`config.mk`:
```
export PLATFORM = sky130hd
export DESIGN_NAME = atbi_front
export DESIGN_NICKNAME = d
export VERILOG_FILES = /design/src/rtl/core/atbi_pkg.sv /design/src/rtl/core/atbi_front.sv
export SDC_FILE = /design/constraint.sdc
export NUM_CORES = 2
export LEC_CHECK = 0
export BUFFER_PORTS_ARGS = -buffer_cell sky130_fd_sc_hd__buf_2
export CORE_UTILIZATION = 57
export DETAILED_ROUTE_END_ITERATION = 12
export GPL_ROUTABILITY_DRIVEN = 0
export PLACE_DENSITY = 0.79
export SLEW_MARGIN = 20
export SYNTH_ARGS = -nofsm -noshare
export SYNTH_HDL_FRONTEND = slang
export SYNTH_SLANG_ARGS = --single-unit
```
`constraint.sdc`:
```
create_clock -name clk -period 3.65 [get_ports clk]
set_input_delay 0.365 -clock clk [delete_from_list [all_inputs] [get_ports clk]]
set_output_delay 0.365 -clock clk [all_outputs]
set_load 0.005 [all_outputs]
```
`src/rtl/core/atbi_pkg.sv`:
```
// ----------------------------------------------------------------------------
// atbi_pkg
// Shared types, constants and arithmetic helpers for the angle table
// bilinear interpolator.
// ----------------------------------------------------------------------------
package atbi_pkg;

    localparam int MAX_POINTS  = 256;
    localparam int PT_W        = $clog2(MAX_POINTS);
    localparam int CNT_W       = PT_W + 1;
    localparam int COEFF_W     = 16;
    localparam int ANGLE_W     = 16;
    localparam int INV_W       = 24;
    localparam int PROD_W      = ANGLE_W + INV_W;
    localparam int IDX_LSB     = 23;
    localparam int FRAC_W      = 16;
    localparam int FRAC_LSB    = 7;
    localparam int IDX_W       = PROD_W - IDX_LSB;
    localparam int W_W         = FRAC_W + 1;
    localparam int MUL_W       = COEFF_W + W_W + 1;
    localparam int ENTRY_W     = 2 * COEFF_W;
    localparam int GRID_AW     = 2 * PT_W;
    localparam int QUEUE_DEPTH = 4;
    localparam int OUT_DEPTH   = 8;

    localparam logic [CNT_W-1:0] COUNT_RESET = CNT_W'(MAX_POINTS);
    localparam logic [INV_W-1:0] INV_RESET   = INV_W'(46421);

    typedef enum logic
    {
        OP_WRITE,
        OP_LOOKUP
    } atbi_op_t;

    typedef enum logic [1:0]
    {
        SEL_PITCH,
        SEL_YAW,
        SEL_GRID,
        SEL_NONE
    } atbi_sel_t;

    typedef enum logic [1:0]
    {
        REG_LINE_COUNT,
        REG_LINE_INV,
        REG_GRID_COUNT,
        REG_GRID_INV
    } atbi_reg_t;

    typedef struct packed
    {
        logic [CNT_W-1:0] line_count;
        logic [INV_W-1:0] line_inv;
        logic [CNT_W-1:0] grid_count;
        logic [INV_W-1:0] grid_inv;
    } atbi_cfg_t;

    typedef struct packed
    {
        atbi_op_t                   opcode;
        atbi_sel_t                  sel;
        logic [PROD_W-1:0]          prod_p;
        logic [PROD_W-1:0]          prod_y;
        logic [PT_W-1:0]            row;
        logic [PT_W-1:0]            col;
        logic signed [COEFF_W-1:0]  lift;
        logic signed [COEFF_W-1:0]  drag;
    } atbi_item_t;

    typedef struct packed
    {
        logic [PT_W-1:0]   lo;
        logic [PT_W-1:0]   hi;
        logic [FRAC_W-1:0] frac;
        logic              sat;
    } atbi_axis_t;

    typedef struct packed
    {
        logic                       sat;
        logic signed [COEFF_W-1:0]  drag;
        logic signed [COEFF_W-1:0]  lift;
    } atbi_result_t;

    // split a scaled angle into lower point, upper point, fraction and saturation flag
    function automatic atbi_axis_t decode_axis(input logic [PROD_W-1:0] prod,
                                               input logic [CNT_W-1:0] count);
        atbi_axis_t      d;
        logic [CNT_W-1:0] c;
        logic [PT_W-1:0]  last;
        logic [IDX_W-1:0] idx;
        c = count;
        if (count < CNT_W'(2))
        begin
            c = CNT_W'(2);
        end
        else if (count > CNT_W'(MAX_POINTS))
        begin
            c = CNT_W'(MAX_POINTS);
        end
        last   = PT_W'(c - CNT_W'(1));
        idx    = prod[PROD_W-1:IDX_LSB];
        d.frac = prod[FRAC_LSB+FRAC_W-1:FRAC_LSB];
        d.sat  = 1'b0;
        d.lo   = idx[PT_W-1:0];
        if (idx > IDX_W'(last))
        begin
            d.lo   = last;
            d.frac = '0;
            d.sat  = 1'b1;
        end
        d.hi = (d.lo == last) ? '0 : d.lo + PT_W'(1);
        return d;
    endfunction

    function automatic logic [W_W-1:0] inv_weight(input logic [FRAC_W-1:0] f);
        return (W_W'(1) << FRAC_W) - {1'b0, f};
    endfunction

    function automatic logic signed [MUL_W-1:0] wmul(input logic signed [COEFF_W-1:0] a,
                                                      input logic [W_W-1:0] w);
        logic signed [MUL_W-1:0] ae;
        logic signed [MUL_W-1:0] we;
        ae = MUL_W'(a);
        we = $signed({{(MUL_W-W_W){1'b0}}, w});
        return ae * we;
    endfunction

    // round, floor-shift and clamp one blended sum
    function automatic logic signed [COEFF_W-1:0] round_sat(input logic signed [MUL_W-1:0] m0,
                                                             input logic signed [MUL_W-1:0] m1);
        logic signed [MUL_W-1:0]        v;
        logic signed [MUL_W-FRAC_W-1:0] r;
        logic signed [MUL_W-FRAC_W-1:0] cmax;
        logic signed [MUL_W-FRAC_W-1:0] cmin;
        cmax = (MUL_W-FRAC_W)'((1 << (COEFF_W - 1)) - 1);
        cmin = -cmax - (MUL_W-FRAC_W)'(1);
        v    = m0 + m1 + (MUL_W'(1) <<< (FRAC_W - 1));
        r    = v[MUL_W-1:FRAC_W];
        if (r > cmax)
        begin
            r = cmax;
        end
        else if (r < cmin)
        begin
            r = cmin;
        end
        return r[COEFF_W-1:0];
    endfunction

endpackage

```
`src/rtl/core/atbi_front.sv`:
```
// ----------------------------------------------------------------------------
// atbi_front
// Input stage: unpacks an item and scales its angles by the inverse step.
// ----------------------------------------------------------------------------
module atbi_front (
    input  logic                clk,
    input  logic                rst_n,
    input  atbi_pkg::atbi_cfg_t cfg,
    input  logic                in_valid,
    output logic                in_ready,
    input  logic [2:0]          in_user,
    input  logic [79:0]         in_data,
    output logic                item_valid,
    input  logic                item_ready,
    output atbi_pkg::atbi_item_t item
);
    import atbi_pkg::*;

    logic       valid_reg;
    logic       valid_next;
    atbi_item_t item_reg;
    atbi_item_t item_next;
    logic [INV_W-1:0] inv;
    logic       take;

    assign in_ready = !valid_reg || item_ready;
    assign take     = in_valid && in_ready;

    always_comb
    begin
        item_next.opcode = atbi_op_t'(in_user[0]);
        item_next.sel    = atbi_sel_t'(in_user[2:1]);
        inv = (item_next.sel == SEL_GRID) ? cfg.grid_inv : cfg.line_inv;
        item_next.prod_p = PROD_W'(in_data[15:0]) * PROD_W'(inv);
        item_next.prod_y = PROD_W'(in_data[31:16]) * PROD_W'(inv);
        item_next.row    = in_data[39:32];
        item_next.col    = in_data[47:40];
        item_next.lift   = in_data[63:48];
        item_next.drag   = in_data[79:64];
        valid_next = take || (valid_reg && !item_ready);
    end

    always_ff @(posedge clk or negedge rst_n)
    begin
        if (!rst_n)
        begin
            valid_reg <= 1'b0;
        end
        else
        begin
            valid_reg <= valid_next;
        end
    end

    always_ff @(posedge clk)
    begin
        if (take)
        begin
            item_reg <= item_next;
        end
    end

    assign item_valid = valid_reg;
    assign item       = item_reg;

endmodule

```
==> results.py <==
metrics = {
    "finish": {
        "drive_above_1_share_pct": 32.2,
        "syn2layout_area_growth_pct": 29.8,
        "num-nets-final": 4725,
        "largest_reg_flops": 131,
        "num_antenna_cells": 0,
    },
    "synthesis": {
        "synth_largest_type_area_fraction_pct": 41.9,
        "yosys_warnings": 0,
        "ys_types": 66,
        "async_reset_ff_share_pct": 0.758,
        "synth_area_sq_um": 29200,
        "synth_top_family_by_area": "adder cells",
        "synth_xor_area_share_pct": 2.07,
        "ys.flop_type": "edfxtp_1",
        "yosysSeqAreaShare_pct": 13.5,
        "yosys-top-cells-area": "fa_1, edfxtp_1, ha_1, inv_1, and2_1",
        "netlist_top_cells_count": "inv_1, fa_1, nand2_1",
        "yosysMostFrequentCell": "inv_1",
        "ys_seq_elements": 132,
        "synth_cells": 3093,
        "synth_fa_ha_area_share_pct": 51.5,
        "yosysTopAreaCell": "fa_1",
        "synth_edf_count": 131,
        "syn-num-nets": 4082,
        "yosys.area_share.simple_pct": 15.5,
        "muxShareOfSynthArea_pct": 0.925,
        "synth_compound_area_share_pct": 5.40,
        "syn_area_per_cell_sq_um": 9.45,
    },
    "floorplanning": {
        "initial_utilization_pct": 58.0,
        "die_x_microns": 228,
        "num_io_pins": 286,
        "die_h_microns": 228,
        "row_count": 82,
        "dieArea_sq_um": 52200,
        "core_sq_um": 50400,
    },
    "timing": {
        "final_max_slew_viol_count": 0,
        "fin_crit_ps": 6300,
        "worst_slew_pin_slew_ps": 549,
        "max_slew_margin_pct": 63.4,
        "finalSetupViolations": 72,
        "final-hold-violation-count": 0,
        "fin_ws_ps": -2650,
        "rsz0062_at_grt": "yes",
        "fin_worst_skew_ps": 17.6,
        "max_freq_mhz": 159,
        "finalSetupTns_ps": -149750,
        "period_share_pct": 173,
    },
    "drt": {
        "vias_per_cell": 5.40,
        "first_iter_violations": 1710,
        "wl_per_cell_microns": 18.1,
        "wirelength_microns": 80100,
        "drtAntennaViolNets": 0,
        "drt_pass1_iterations": 5,
        "vias": 23864,
        "drcViolationCount": 0,
    },
    "global_routing": {
        "grt_antenna_before_repair": 3,
        "grt_pass1_vias": 25730,
        "track_usage_pct": 30.9,
        "grt_max_degree": 70,
        "grt_overflow": 0,
        "grt_pass1_wl_microns": 127000,
    },
    "clock_network": {
        "cts_buffers": 17,
        "cts_sinks": 132,
        "clock-root-buffer": "clkbuf_16",
        "insertion_delay_ps": 470,
        "cts_htree_levels": 4,
        "clk_path_buf_depth": 2,
        "cts_tree": "built",
        "cts.clk_slew.worst_paths_ps": 70,
    },
    "critical_path": {
        "cp_cell_sequence": "buf_12 > nand2b_4 > buf_12 > buf_6 > mux2_4 > buf_12 > buf_16 > and2_1 > fa_1 > fa_1 > fa_1 > fa_1 > fa_1 > inv_1 > fa_1 > inv_2 > ha_4 > nand4_1 > nor2_4 > nand2_2 > nor3_4 > o211ai_4 > a2111oi_4 > a211oi_2",
        "crit_type": "in -> reg",
        "start_kind": "input port",
        "required_ps": 3860,
        "worst-path-max-fanout": 6,
        "cp.arrival_ps": 6520,
        "slowest_delay_ps": 590,
        "cp_slowest_cell": "fa_1",
        "critPathCaptureType": "flip-flop",
        "crit_top_cell": "fa_1",
        "rrSetupSlack_ps": 1770,
        "crit_family": "adder cells",
        "worst-path-buf-inv": 7,
    },
    "placed_design": {
        "dp_hpwl_microns": 59000,
        "io_buffers": 267,
    },
    "status": {
        "violations": "negative setup slack",
        "status": "complete, but fails checks",
    },
    "run": {
        "drv.max_cap_violation_count": 0,
    },
    "worst_hold_path": {
        "min_path_type": "in -> reg",
    },
}
## layer usage
metal / track usage, % / share of wire (%)
met5: 0 / 0.014
met2: 53.3 / 51
met4: 10.9 / 3.7
met3: 6.49 / 8.1
met1: 38.4 / 38
## logic make-up after synthesis
kind of cell / Yosys count
compound gates: 233
xor+xnor: 69
fa+ha+maj: 836
buf+inv: 858
flops: 132
mux: 24
simple gates: 941
## worst reg2reg max path, delay by kind of cell (launching register included)
kind	cells	cell delay (ps)
DFF	1	380
and+or+nand+nor	2	640
buffers and inverters	1	380
## worst paths after layout
| path | end | from | cells past startpoint |
|---|---|---|---|
| setup / recovery | item[126] | in_user[1] | 24 |
| hold / removal | item[1] | in_data[65] | 1 |
| setup reg to reg | item[82] | item_valid | 3 |
| hold reg to reg | item_valid | item_valid | 2 |
| max in group asynchronous | item_valid | rst_n | 2 |
| min in group asynchronous | item_valid | rst_n | 2 |
## metrics by stage
step	hold slack (ps)	utilization (%)	cells	instance area, sq um	setup WS (ps)
6_report	72.0	75.3	4421	37900	-2650
5_1_grt	54.7	75.3	4421	37900	-2780
4_1_cts	52.1	73.0	4382	36800	-2520
3_5_place_dp	147	68.9	4291	34700	-3200
3_3_place_gp	140	68.9	4291	34700	-3110
2_1_floorplan	69.4	-	3093	30200	-2680
## cells in the final DEF (no fill, tap or decap), drive strengths merged, types with 7 or more instances in the layout
cell type	count
inv	711
mux2	40
buf	757
xnor2	44
o21ai	44
nor3	17
nand2	496
edfxtp	131
fa	612
xor2	25
and3	9
a21o	31
nor2	35
a211oi	9
o211ai	7
ha	224
a21oi	81
clkbuf	19
and2	327
nand2b	9
o21bai	19
nand4	9
nand3	24
## cell type report
type,instances,area (sq um)
fillers,3338,12400
repair buffers,760,5650
clock buffers,17,425
well taps,672,841
inverters,705,2650
clock inverters,15,145
multi-input cells,2120,24300
flip-flops and latches,132,3960
## timing repair
item	4_1_cts	5_1_grt
resized for setup	240	214
hold buffers	1	0
endpoints found under the hold margin	1	0
gates cloned	12	8
endpoints found under the setup margin	72	72
buffers inserted	47	36
pin swaps	82	149
Power is left out: the tool's default activity adds up to more than one toggle a clock period on the data nets, which glitch-free logic cannot reach.
