File: src/rtl/core/atbi_pkg.sv
// ----------------------------------------------------------------------------
// atbi_pkg
// Shared types, constants and arithmetic helpers for the angle table
// bilinear interpolator.
// ----------------------------------------------------------------------------
package atbi_pkg;

    localparam int MAX_POINTS  = 256;
    localparam int PT_W        = $clog2(MAX_POINTS);
    localparam int CNT_W       = PT_W + 1;
    localparam int COEFF_W     = 16;
    localparam int ANGLE_W     = 16;
    localparam int INV_W       = 24;
    localparam int PROD_W      = ANGLE_W + INV_W;
    localparam int IDX_LSB     = 23;
    localparam int FRAC_W      = 16;
    localparam int FRAC_LSB    = 7;
    localparam int IDX_W       = PROD_W - IDX_LSB;
    localparam int W_W         = FRAC_W + 1;
    localparam int MUL_W       = COEFF_W + W_W + 1;
    localparam int ENTRY_W     = 2 * COEFF_W;
    localparam int GRID_AW     = 2 * PT_W;
    localparam int QUEUE_DEPTH = 4;
    localparam int OUT_DEPTH   = 8;

    localparam logic [CNT_W-1:0] COUNT_RESET = CNT_W'(MAX_POINTS);
    localparam logic [INV_W-1:0] INV_RESET   = INV_W'(46421);

    typedef enum logic
    {
        OP_WRITE,
        OP_LOOKUP
    } atbi_op_t;

    typedef enum logic [1:0]
    {
        SEL_PITCH,
        SEL_YAW,
        SEL_GRID,
        SEL_NONE
    } atbi_sel_t;

    typedef enum logic [1:0]
    {
        REG_LINE_COUNT,
        REG_LINE_INV,
        REG_GRID_COUNT,
        REG_GRID_INV
    } atbi_reg_t;

    typedef struct packed
    {
        logic [CNT_W-1:0] line_count;
        logic [INV_W-1:0] line_inv;
        logic [CNT_W-1:0] grid_count;
        logic [INV_W-1:0] grid_inv;
    } atbi_cfg_t;

    typedef struct packed
    {
        atbi_op_t                   opcode;
        atbi_sel_t                  sel;
        logic [PROD_W-1:0]          prod_p;
        logic [PROD_W-1:0]          prod_y;
        logic [PT_W-1:0]            row;
        logic [PT_W-1:0]            col;
        logic signed [COEFF_W-1:0]  lift;
        logic signed [COEFF_W-1:0]  drag;
    } atbi_item_t;

    typedef struct packed
    {
        logic [PT_W-1:0]   lo;
        logic [PT_W-1:0]   hi;
        logic [FRAC_W-1:0] frac;
        logic              sat;
    } atbi_axis_t;

    typedef struct packed
    {
        logic                       sat;
        logic signed [COEFF_W-1:0]  drag;
        logic signed [COEFF_W-1:0]  lift;
    } atbi_result_t;

    // split a scaled angle into lower point, upper point, fraction and saturation flag
    function automatic atbi_axis_t decode_axis(input logic [PROD_W-1:0] prod,
                                               input logic [CNT_W-1:0] count);
        atbi_axis_t      d;
        logic [CNT_W-1:0] c;
        logic [PT_W-1:0]  last;
        logic [IDX_W-1:0] idx;
        c = count;
        if (count < CNT_W'(2))
        begin
            c = CNT_W'(2);
        end
        else if (count > CNT_W'(MAX_POINTS))
        begin
            c = CNT_W'(MAX_POINTS);
        end
        last   = PT_W'(c - CNT_W'(1));
        idx    = prod[PROD_W-1:IDX_LSB];
        d.frac = prod[FRAC_LSB+FRAC_W-1:FRAC_LSB];
        d.sat  = 1'b0;
        d.lo   = idx[PT_W-1:0];
        if (idx > IDX_W'(last))
        begin
            d.lo   = last;
            d.frac = '0;
            d.sat  = 1'b1;
        end
        d.hi = (d.lo == last) ? '0 : d.lo + PT_W'(1);
        return d;
    endfunction

    function automatic logic [W_W-1:0] inv_weight(input logic [FRAC_W-1:0] f);
        return (W_W'(1) << FRAC_W) - {1'b0, f};
    endfunction

    function automatic logic signed [MUL_W-1:0] wmul(input logic signed [COEFF_W-1:0] a,
                                                      input logic [W_W-1:0] w);
        logic signed [MUL_W-1:0] ae;
        logic signed [MUL_W-1:0] we;
        ae = MUL_W'(a);
        we = $signed({{(MUL_W-W_W){1'b0}}, w});
        return ae * we;
    endfunction

    // round, floor-shift and clamp one blended sum
    function automatic logic signed [COEFF_W-1:0] round_sat(input logic signed [MUL_W-1:0] m0,
                                                             input logic signed [MUL_W-1:0] m1);
        logic signed [MUL_W-1:0]        v;
        logic signed [MUL_W-FRAC_W-1:0] r;
        logic signed [MUL_W-FRAC_W-1:0] cmax;
        logic signed [MUL_W-FRAC_W-1:0] cmin;
        cmax = (MUL_W-FRAC_W)'((1 << (COEFF_W - 1)) - 1);
        cmin = -cmax - (MUL_W-FRAC_W)'(1);
        v    = m0 + m1 + (MUL_W'(1) <<< (FRAC_W - 1));
        r    = v[MUL_W-1:FRAC_W];
        if (r > cmax)
        begin
            r = cmax;
        end
        else if (r < cmin)
        begin
            r = cmin;
        end
        return r[COEFF_W-1:0];
    endfunction

endpackage

File: src/rtl/core/atbi_queue.sv
// ----------------------------------------------------------------------------
// atbi_queue
// Short item queue between the front and the back.
// ----------------------------------------------------------------------------
module atbi_queue (
    input  logic                 clk,
    input  logic                 rst_n,
    input  logic                 push_valid,
    output logic                 push_ready,
    input  atbi_pkg::atbi_item_t push_item,
    output logic                 pop_valid,
    input  logic                 pop,
    output atbi_pkg::atbi_item_t pop_item
);
    import atbi_pkg::*;

    localparam int QA_W = $clog2(QUEUE_DEPTH);
    localparam int QC_W = $clog2(QUEUE_DEPTH + 1);

    atbi_item_t        slot [QUEUE_DEPTH];
    logic [QA_W-1:0]   wr_ptr_reg;
    logic [QA_W-1:0]   wr_ptr_next;
    logic [QA_W-1:0]   rd_ptr_reg;
    logic [QA_W-1:0]   rd_ptr_next;
    logic [QC_W-1:0]   count_reg;
    logic [QC_W-1:0]   count_next;
    logic              do_push;
    logic              do_pop;

    assign push_ready = count_reg != QC_W'(QUEUE_DEPTH);
    assign pop_valid  = count_reg != '0;
    assign do_push    = push_valid && push_ready;
    assign do_pop     = pop && pop_valid;
    assign pop_item   = slot[rd_ptr_reg];

    always_comb
    begin
        wr_ptr_next = do_push ? wr_ptr_reg + QA_W'(1) : wr_ptr_reg;
        rd_ptr_next = do_pop ? rd_ptr_reg + QA_W'(1) : rd_ptr_reg;
        count_next  = count_reg + QC_W'(do_push) - QC_W'(do_pop);
    end

    always_ff @(posedge clk or negedge rst_n)
    begin
        if (!rst_n)
        begin
            wr_ptr_reg <= '0;
            rd_ptr_reg <= '0;
            count_reg  <= '0;
        end
        else
        begin
            wr_ptr_reg <= wr_ptr_next;
            rd_ptr_reg <= rd_ptr_next;
            count_reg  <= count_next;
        end
    end

    always_ff @(posedge clk)
    begin
        if (do_push)
        begin
            slot[wr_ptr_reg] <= push_item;
        end
    end

endmodule

File: config.mk
export PLATFORM = sky130hd
export DESIGN_NAME = atbi_queue
export DESIGN_NICKNAME = d
export VERILOG_FILES = /design/src/rtl/core/atbi_pkg.sv /design/src/rtl/core/atbi_queue.sv
export SDC_FILE = /design/constraint.sdc
export NUM_CORES = 1
export LEC_CHECK = 0
export BUFFER_PORTS_ARGS = -buffer_cell sky130_fd_sc_hd__buf_2
export CAP_MARGIN = 25
export CORE_ASPECT_RATIO = 0.8
export CORE_MARGIN = 4
export CORE_UTILIZATION = 51
export DETAILED_ROUTE_END_ITERATION = 8
export GPL_TIMING_DRIVEN = 0
export MAX_ROUTING_LAYER = met4
export PLACE_DENSITY_LB_ADDON = 0.1
export SYNTH_ARGS = -nofsm -noshare
export SYNTH_HDL_FRONTEND = slang
export SYNTH_SLANG_ARGS = --single-unit
File: constraint.sdc
create_clock -name clk -period 4.1 [get_ports clk]
set_input_delay 0.615 -clock clk [delete_from_list [all_inputs] [get_ports clk]]
set_output_delay 0.615 -clock clk [all_outputs]
set_load 0.02 [all_outputs]
==> impl_metrics.csv, run 1 <==
group,metric,value,unit
clock_tree,h-tree-depth,2,
critical_path,arrival,2330,ps
yosys,yosys.area.top_type,"edfxtp_1",
global_route,grt_usage,0.187,
pwr,power_density,758,nW/um2
clock_tree,clock_latency,550,ps
detailed_routing,ant_nets,0,
yosys,syn_inst,726,
global_route,grt_max_degree,48,
finish,nNetsFinal,1198,
place,globalplace.congestion,0.720,
timing,skew,12.2,ps
detailed_routing,drc,0,
clock_tree,hold_buffers,1,
finish,syn_to_final_growth,19.7,%
critical_path,startpoint_type,"register",
timing,slew_headroom,0.395,
detailed_routing,dr_total_vias,8605,
timing,tightest_slew,908,ps
critical_path,r2r_cells,9,
yosys,synth.avg_cell_area,26.6,um2
critical_path,path_cells,"buf_2 -> buf_2 -> buf_2 -> mux4_2 -> buf_2",
critical_path,reg2reg_to,"count_reg[2]$_DFF_PN0_",
clock_tree,cts_resized,0,
detailed_routing,routed-wl-met2,18.0,mm
global_route,gr-total-overflow,0,
clock_tree,numCtsBuffers,51,
critical_path,critPathCaptureType,"output port",
timing,finalCritPeriodShare,0.718,
critical_path,reg2reg_slack,1450,ps
hold_path,worstHoldStart,"push_item[127]",
yosys,synth-edff-count,524,
yosys,synth_area_leaders,"edfxtp_1, mux4_2, dfrtp_1, buf_6, buf_2",
critical_path,critPathBufInv,4,
critical_path,cpLargestDelayFamily,"buffers and inverters",
finish,drive_gt1_frac,0.464,
clock_tree,clockRootBuffer,"clkbuf_16",
timing,maxSlewViolCount,0,
floorplan,die_x,226,um
floorplan,fp-row-count,63,
timing,max_freq,340,MHz
floorplan,core,37300,um2
pwr,p_leak,7.91,nW
yosys,synth_top_area_share,0.813,
hold_path,hp-class,"in -> reg",
hold_path,hold_end,"slot[0][127]$_DFFE_PP_",
global_route,antenna_found_initial,7,
detailed_routing,wl_per_cell,23.1,um
detailed_routing,wl_met3,2.49,mm
yosys,ys_ff_latch,531,
timing,rsz0062_at_grt,"false",
timing,hold_slack,268,ps
timing,setup_tns,0,ps
critical_path,reg2reg_from,"count_reg[1]$_DFF_PN0_",
yosys,ys.flop_type,"edfxtp_1",
finish,utilization,0.621,
place,dp_hpwl,23.2,mm
yosys,synth-warning-count,0,
floorplan,num_io_pins,268,
clock_tree,postCtsSetupBuffers,0,
floorplan,start_util,0.519,
global_route,grt_pass1_vias,9140,
pwr,ir_worst_vdd,0.411,mV
place,io_buffers,267,
detailed_routing,vias_per_cell,5.42,
clock_tree,clk_path_buf_depth,3,
finish,largest_reg_flops,524,
clock_tree,cts_sinks,531,
critical_path,crit_type,"reg -> out",
critical_path,crit_top_cell,"buf_2",
yosys,synth_area,19300,um2
job,cap_violations,0,
timing,period_needed,2940,ps
detailed_routing,drt_iter0_markers,550,
critical_path,crit_fanout,10,
detailed_routing,maxUsedRoutingLayer,"met4",
critical_path,required,3480,ps
floorplan,die_h,182,um
critical_path,cp_slowest_cell,"mux4_2",
timing,setup_viol,0,
finish,fillCellCount,2550,
yosys,seq_area_frac_synth,0.822,
detailed_routing,drt-total-wl,36.7,mm
yosys,ys_async_sr_fraction,0.0132,
global_route,grt_pass1_wl,56.5,mm
clock_tree,clkTransAtPathRegs,70,ps
critical_path,critical_path.max_stage_delay,380,ps
outcome,status,"completed",
yosys,syn_nets,868,
detailed_routing,first_pass_iters,4,
yosys,synth_cell_types,20,
floorplan,die-area,41100,um2
hold_path,hold_depth,1,
detailed_routing,met1Wirelength,15.6,mm
clock_tree,tritoncts,"built",
timing,hold_viol_final,0,
## cells in the final DEF, fill, tap and decap left out, drive strengths merged, types with 3 or more instances in the layout
master	n
edfxtp	524
buf	301
mux4	131
clkbuf	66
clkinv	23
inv	10
dfrtp	7
diode	6
ha	6
nand2b	4
and3b	4
bufinv	4
xnor2	3
## kinds of logic after synthesis
| family | after synthesis | share of synthesized area |
|---|---|---|
| flip-flops | 531 | 0.822 |
| multiplexers | 131 | 0.153 |
| buffers and inverters | 36 | 0.0115 |
| AND/OR/NAND/NOR | 13 | 0.00517 |
| adder cells (fa/ha/maj) | 7 | 0.00492 |
| AO/OA/AOI/OAI | 4 | 0.00168 |
| XOR/XNOR | 4 | 0.00181 |
## routing by layer
metal,GRT usage,vias to the layer above
li1,-,3833
met1,0.258,4506
met2,0.286,223
met3,0.0494,43
met4,0.0416,0
met5,-,-
## layout make-up
type | instances | area (um2) | area share
sequential | 531 | 15900 | 0.687
multi-input combinational | 159 | 3230 | 0.139
timing repair buffer | 277 | 1590 | 0.0688
clock buffer | 61 | 1310 | 0.0567
tap | 487 | 609 | 0.0263
clock inverter | 32 | 267 | 0.0115
buffer | 30 | 200 | 0.00864
inverter | 6 | 22.5 | 0.000972
antenna | 6 | 15.0 | 0.000648
## worst max-delay path by stage
stage	from	end	slack, ps	depth (start not counted)
floorplan	count_reg[2]$_DFF_PN0_	slot[0][0]$_DFFE_PP_	1330	2
global placement	push_valid	slot[1][84]$_DFFE_PP_	-120	2
detailed placement	count_reg[1]$_DFF_PN0_	count_reg[2]$_DFF_PN0_	1450	9
CTS	rd_ptr_reg[1]$_DFFE_PN0P_	pop_item[117]	1100	5
global route	rd_ptr_reg[1]$_DFFE_PN0P_	pop_item[117]	1020	5
finish	rd_ptr_reg[1]$_DFFE_PN0P_	pop_item[113]	1160	5
## cells in the mapped netlist (all sizes together) (2+ instances only)
| master | number |
|---|---|
| o211ai | 2 |
| mux4 | 131 |
| xnor2 | 3 |
| dfrtp | 7 |
| buf | 25 |
| clkbuf | 5 |
| nand2b | 4 |
| ha | 6 |
| inv | 6 |
| and3b | 4 |
| edfxtp | 524 |
| nand4bb | 2 |
## metrics by stage
| step | power (mW) | area [um2] | setup WS [ps] | std cells |
|---|---|---|---|---|
| after floorplan | 11.4 | 19400 | 1330 | 726 |
| after global routing | 18.5 | 23200 | 1020 | 1589 |
| after CTS | 17.9 | 23100 | 1100 | 1583 |
| after global placement | 13.3 | 21300 | -115 | 1480 |
| final | 17.6 | 23200 | 1160 | 1589 |
| after detailed placement | 13.4 | 21600 | 1450 | 1489 |
## power breakdown
part           switching (mW)  internal, mW
registers               0.227          7.14
logic                    3.43          2.34
clock network            1.88          2.54
total                    5.54          12.0
(Power assumes the default switching activity.)
==> run 2: changes to the inputs <==
--- a/config.mk
+++ b/config.mk
@@ -5,11 +5,12 @@
 export SDC_FILE = /design/constraint.sdc
 export NUM_CORES = 1
 export LEC_CHECK = 0
+export ABC_AREA = 1
 export BUFFER_PORTS_ARGS = -buffer_cell sky130_fd_sc_hd__buf_2
 export CAP_MARGIN = 25
 export CORE_ASPECT_RATIO = 0.8
 export CORE_MARGIN = 4
-export CORE_UTILIZATION = 51
+export CORE_UTILIZATION = 52
 export DETAILED_ROUTE_END_ITERATION = 8
 export GPL_TIMING_DRIVEN = 0
 export MAX_ROUTING_LAYER = met4
==> constraint.sdc (replaced) <==
create_clock -name clk -period 2.4 [get_ports clk]
set_input_delay 0.36 -clock clk [delete_from_list [all_inputs] [get_ports clk]]
set_output_delay 0.36 -clock clk [all_outputs]
set_load 0.02 [all_outputs]
==> run 2 against run 1 <==
  * The flow now finishes with violations (setup timing)
  * Die area is 6.2% higher
  * Register-to-register slack worse by 1300 ps
  * First-iteration DRC count is 95% higher
  * Wire length is 47% higher
  * Worst hold slack worse by 260 ps
  * Cell area is 21% higher
  * Synthesized area is 8.5% higher
  * Total power is 120% higher
  * Clock skew is 6.8 ps higher
  * Worst setup slack worse by 1300 ps
  * Largest power group is now combinational logic
==> impl_metrics.csv, run 2 <==
group,metric,value,unit
outcome,status,"complete, but fails checks",
outcome,violations,"setup timing",
clock_tree,clk_path_buf_depth,3,
critical_path,crit_type,"reg -> out",
yosys,synth.avg_cell_area,12.2,um2
yosys,synth-compound-area-share,0.0625,
finish,final_cell_mix,"edfxtp_1, nand2_1, nor2_1",
yosys,ys_ff_latch,531,
timing,slew_headroom,0.419,
clock_tree,clock_latency,580,ps
place,io_buffers,267,
yosys,muxShareOfSynthArea,0,
finish,stdcell_count,2765,
floorplan,die_x,233,um
global_route,antenna_found_initial,8,
timing,maxSlewViolCount,0,
detailed_routing,drt_iter0_markers,1074,
pwr,seq_power_share,0.330,
yosys,yosysMostFrequentCell,"edfxtp_1",
pwr,p_leak,11.2,nW
floorplan,core,39700,um2
critical_path,required,2040,ps
detailed_routing,dr_total_vias,14100,
pwr,p_sw,14.3,mW
clock_tree,clockRootBuffer,"clkbuf_16",
pwr,power_density,1360,nW/um2
place,place_ws,-148,ps
yosys,synthAdderAreaFrac,0.00453,
yosys,synth_cell_types,16,
clock_tree,tritoncts,"built",
critical_path,crit_fanout,10,
yosys,synth_top_cells_by_count,"edfxtp_1, nand2_1, nor2_1",
yosys,syn_nets,1860,
global_route,gr-total-overflow,0,
critical_path,critPathLaunch,"rd_ptr_reg[0]$_DFFE_PN0P_",
detailed_routing,first_pass_iters,5,
yosys,synthSimpleGateAreaFrac,0.123,
place,dp.cells,2542,
timing,period_needed,2500,ps
pwr,ir_worst_vdd,1.20,mV
timing,hold_viol_final,0,
finish,drive_gt1_frac,0.268,
yosys,synth_area_leaders,"edfxtp_1, nand2_1, nor2_1, o21ai_0, o21ai_1",
floorplan,start_util,0.529,
finish,seqCellArea,15900,um2
place,dp_hpwl,31.7,mm
detailed_routing,drc,0,
detailed_routing,ant_nets,0,
yosys,ys.flop_type,"edfxtp_1",
global_route,grt_max_degree,30,
critical_path,reg2reg_from,"count_reg[1]$_DFF_PN0_",
finish,largest_reg_flops,524,
finish,utilization,0.707,
place,globalplace.congestion,0.772,
clock_tree,clkTransAtPathRegs,60,ps
yosys,synth-edff-count,524,
finish,nNetsFinal,2322,
job,cap_violations,0,
timing,rsz0062_at_grt,"true",
pwr,p_comb_frac,0.456,
clock_tree,numCtsBuffers,51,
floorplan,num_io_pins,268,
yosys,seq_area_frac_synth,0.758,
timing,max_freq,401,MHz
hold_path,hp-class,"in -> reg",
yosys,synth_top_family_by_area,"simple AND/OR/NAND/NOR gates",
pwr,p_clk_frac,0.214,
finish,final_common_cell,"edfxtp_1",
finish,multi_input_area,4500,um2
floorplan,fp-row-count,65,
floorplan,die-area,43700,um2
critical_path,startpoint_type,"register",
critical_path,critPathCaptureType,"output port",
pwr,finalPower,38.2,mW
detailed_routing,wl_per_cell,19.5,um
clock_tree,cts_sinks,531,
timing,tightest_slew,871,ps
critical_path,arrival,2140,ps
pwr,p_int,23.9,mW
global_route,grt_pass1_vias,13900,
finish,syn_to_final_growth,33.7,%
timing,skew,18.9,ps
yosys,synth-xor-area-share,0,
global_route,grt_pass1_wl,78.7,mm
yosys,yosys.area.top_type,"edfxtp_1",
detailed_routing,drt-total-wl,53.8,mm
yosys,ys_async_sr_fraction,0.0132,
detailed_routing,vias_per_cell,5.09,
yosys,syn_inst,1718,
timing,layout_setup_ws,-96.3,ps
yosys,synth_top_area_share,0.750,
global_route,grt_usage,0.241,
timing,finalCritPeriodShare,1.04,
floorplan,die_h,188,um
yosys,synth_area,21000,um2
pwr,swShare,0.374,
timing,setup_viol,112,
hold_path,worstHoldStart,"push_item[117]",
yosys,synth-warning-count,0,
clock_tree,h-tree-depth,2,
finish,fillCellCount,2811,
==> run 2: changes by cell type after synthesis, sizes merged, moves of 5 or more <==
cell / change
buf: +23
clkbuf: +34
inv: +141
mux4: -131
nand2: +411
nand3: +5
nor2: +267
o21ai: +262
==> run 2: worst max-delay path, cell delays in order, from the launching register on <==
cell     delay (ps)
dfrtp_1         350
buf_8           150
buf_12          180
buf_16          190
buf_12          160
nor2_1           50
nor2_1          110
o21ai_1          90
nand2_1         110
buf_6           120
==> run 2: final cells by class <==
cell class	count	share of cell area
diodes	9	0.000802
clock inverters	36	0.0135
multi-input cells	956	0.160
inverters	147	0.0197
well taps	536	0.0239
repair buffers	406	0.134
flip-flops and latches	531	0.567
plain buffers	87	0.0345
clock buffers	57	0.0470
==> run 2: repair_timing <==
action | 4_1_cts | 5_1_grt
setup endpoints to repair | 194 | 223
buffers inserted | 2 | 3
gates resized for setup | 176 | 357
hold endpoints to repair | 392 | 4
gates cloned | 2 | 9
pin swaps | 12 | 95
hold buffers | 104 | 1
==> run 2: worst paths after layout <==
kind | endpoint | slack [ps] | cells past startpoint
worst max-delay path | pop_item[44] | -100 | 9
worst min register to register | rd_ptr_reg[1]$_DFFE_PN0P_ | 470 | 2
min in group asynchronous | count_reg[1]$_DFF_PN0_ | 160 | 2
worst min-delay path | slot[1][117]$_DFFE_PP_ | 5 | 1
worst max register to register | slot[2][49]$_DFFE_PP_ | 130 | 7
max in group asynchronous | count_reg[0]$_DFF_PN0_ | 2050 | 2
==> run 2: layer usage <==
layer	wire [um]	GRT usage
met5	0	-
met4	893	0.0501
met3	3470	0.0454
met2	27100	0.399
met1	22300	0.316
==> run 2: power groups by stage <==
stage	Sequential (mW)	Combinational, mW	Clock [mW]
3_5_place_dp	12.7	13.4	0
6_report	12.6	17.4	8.17
2_1_floorplan	12.8	8.19	0
3_3_place_gp	12.9	12.8	0
5_1_grt	12.7	18.7	8.69
4_1_cts	12.5	14.8	8.27
==> run 2: per-stage QoR <==
step	hold slack, ps	cell area [um2]	setup TNS [ps]
floorplan	64.4	21000	-382250
CTS	0.0799	26800	-6790
global route	1.31	28100	-15540
detailed placement	209	23500	-5730
global placement	207	23000	-1170800
finish	5.42	28100	-3980
==> run 2: kinds of logic after synthesis <==
group / count (synthesis)
AND/OR/NAND/NOR: 684
flip-flops: 531
AO/OA/AOI/OAI: 262
buffers and inverters: 234
adder cells (fa/ha/maj): 7
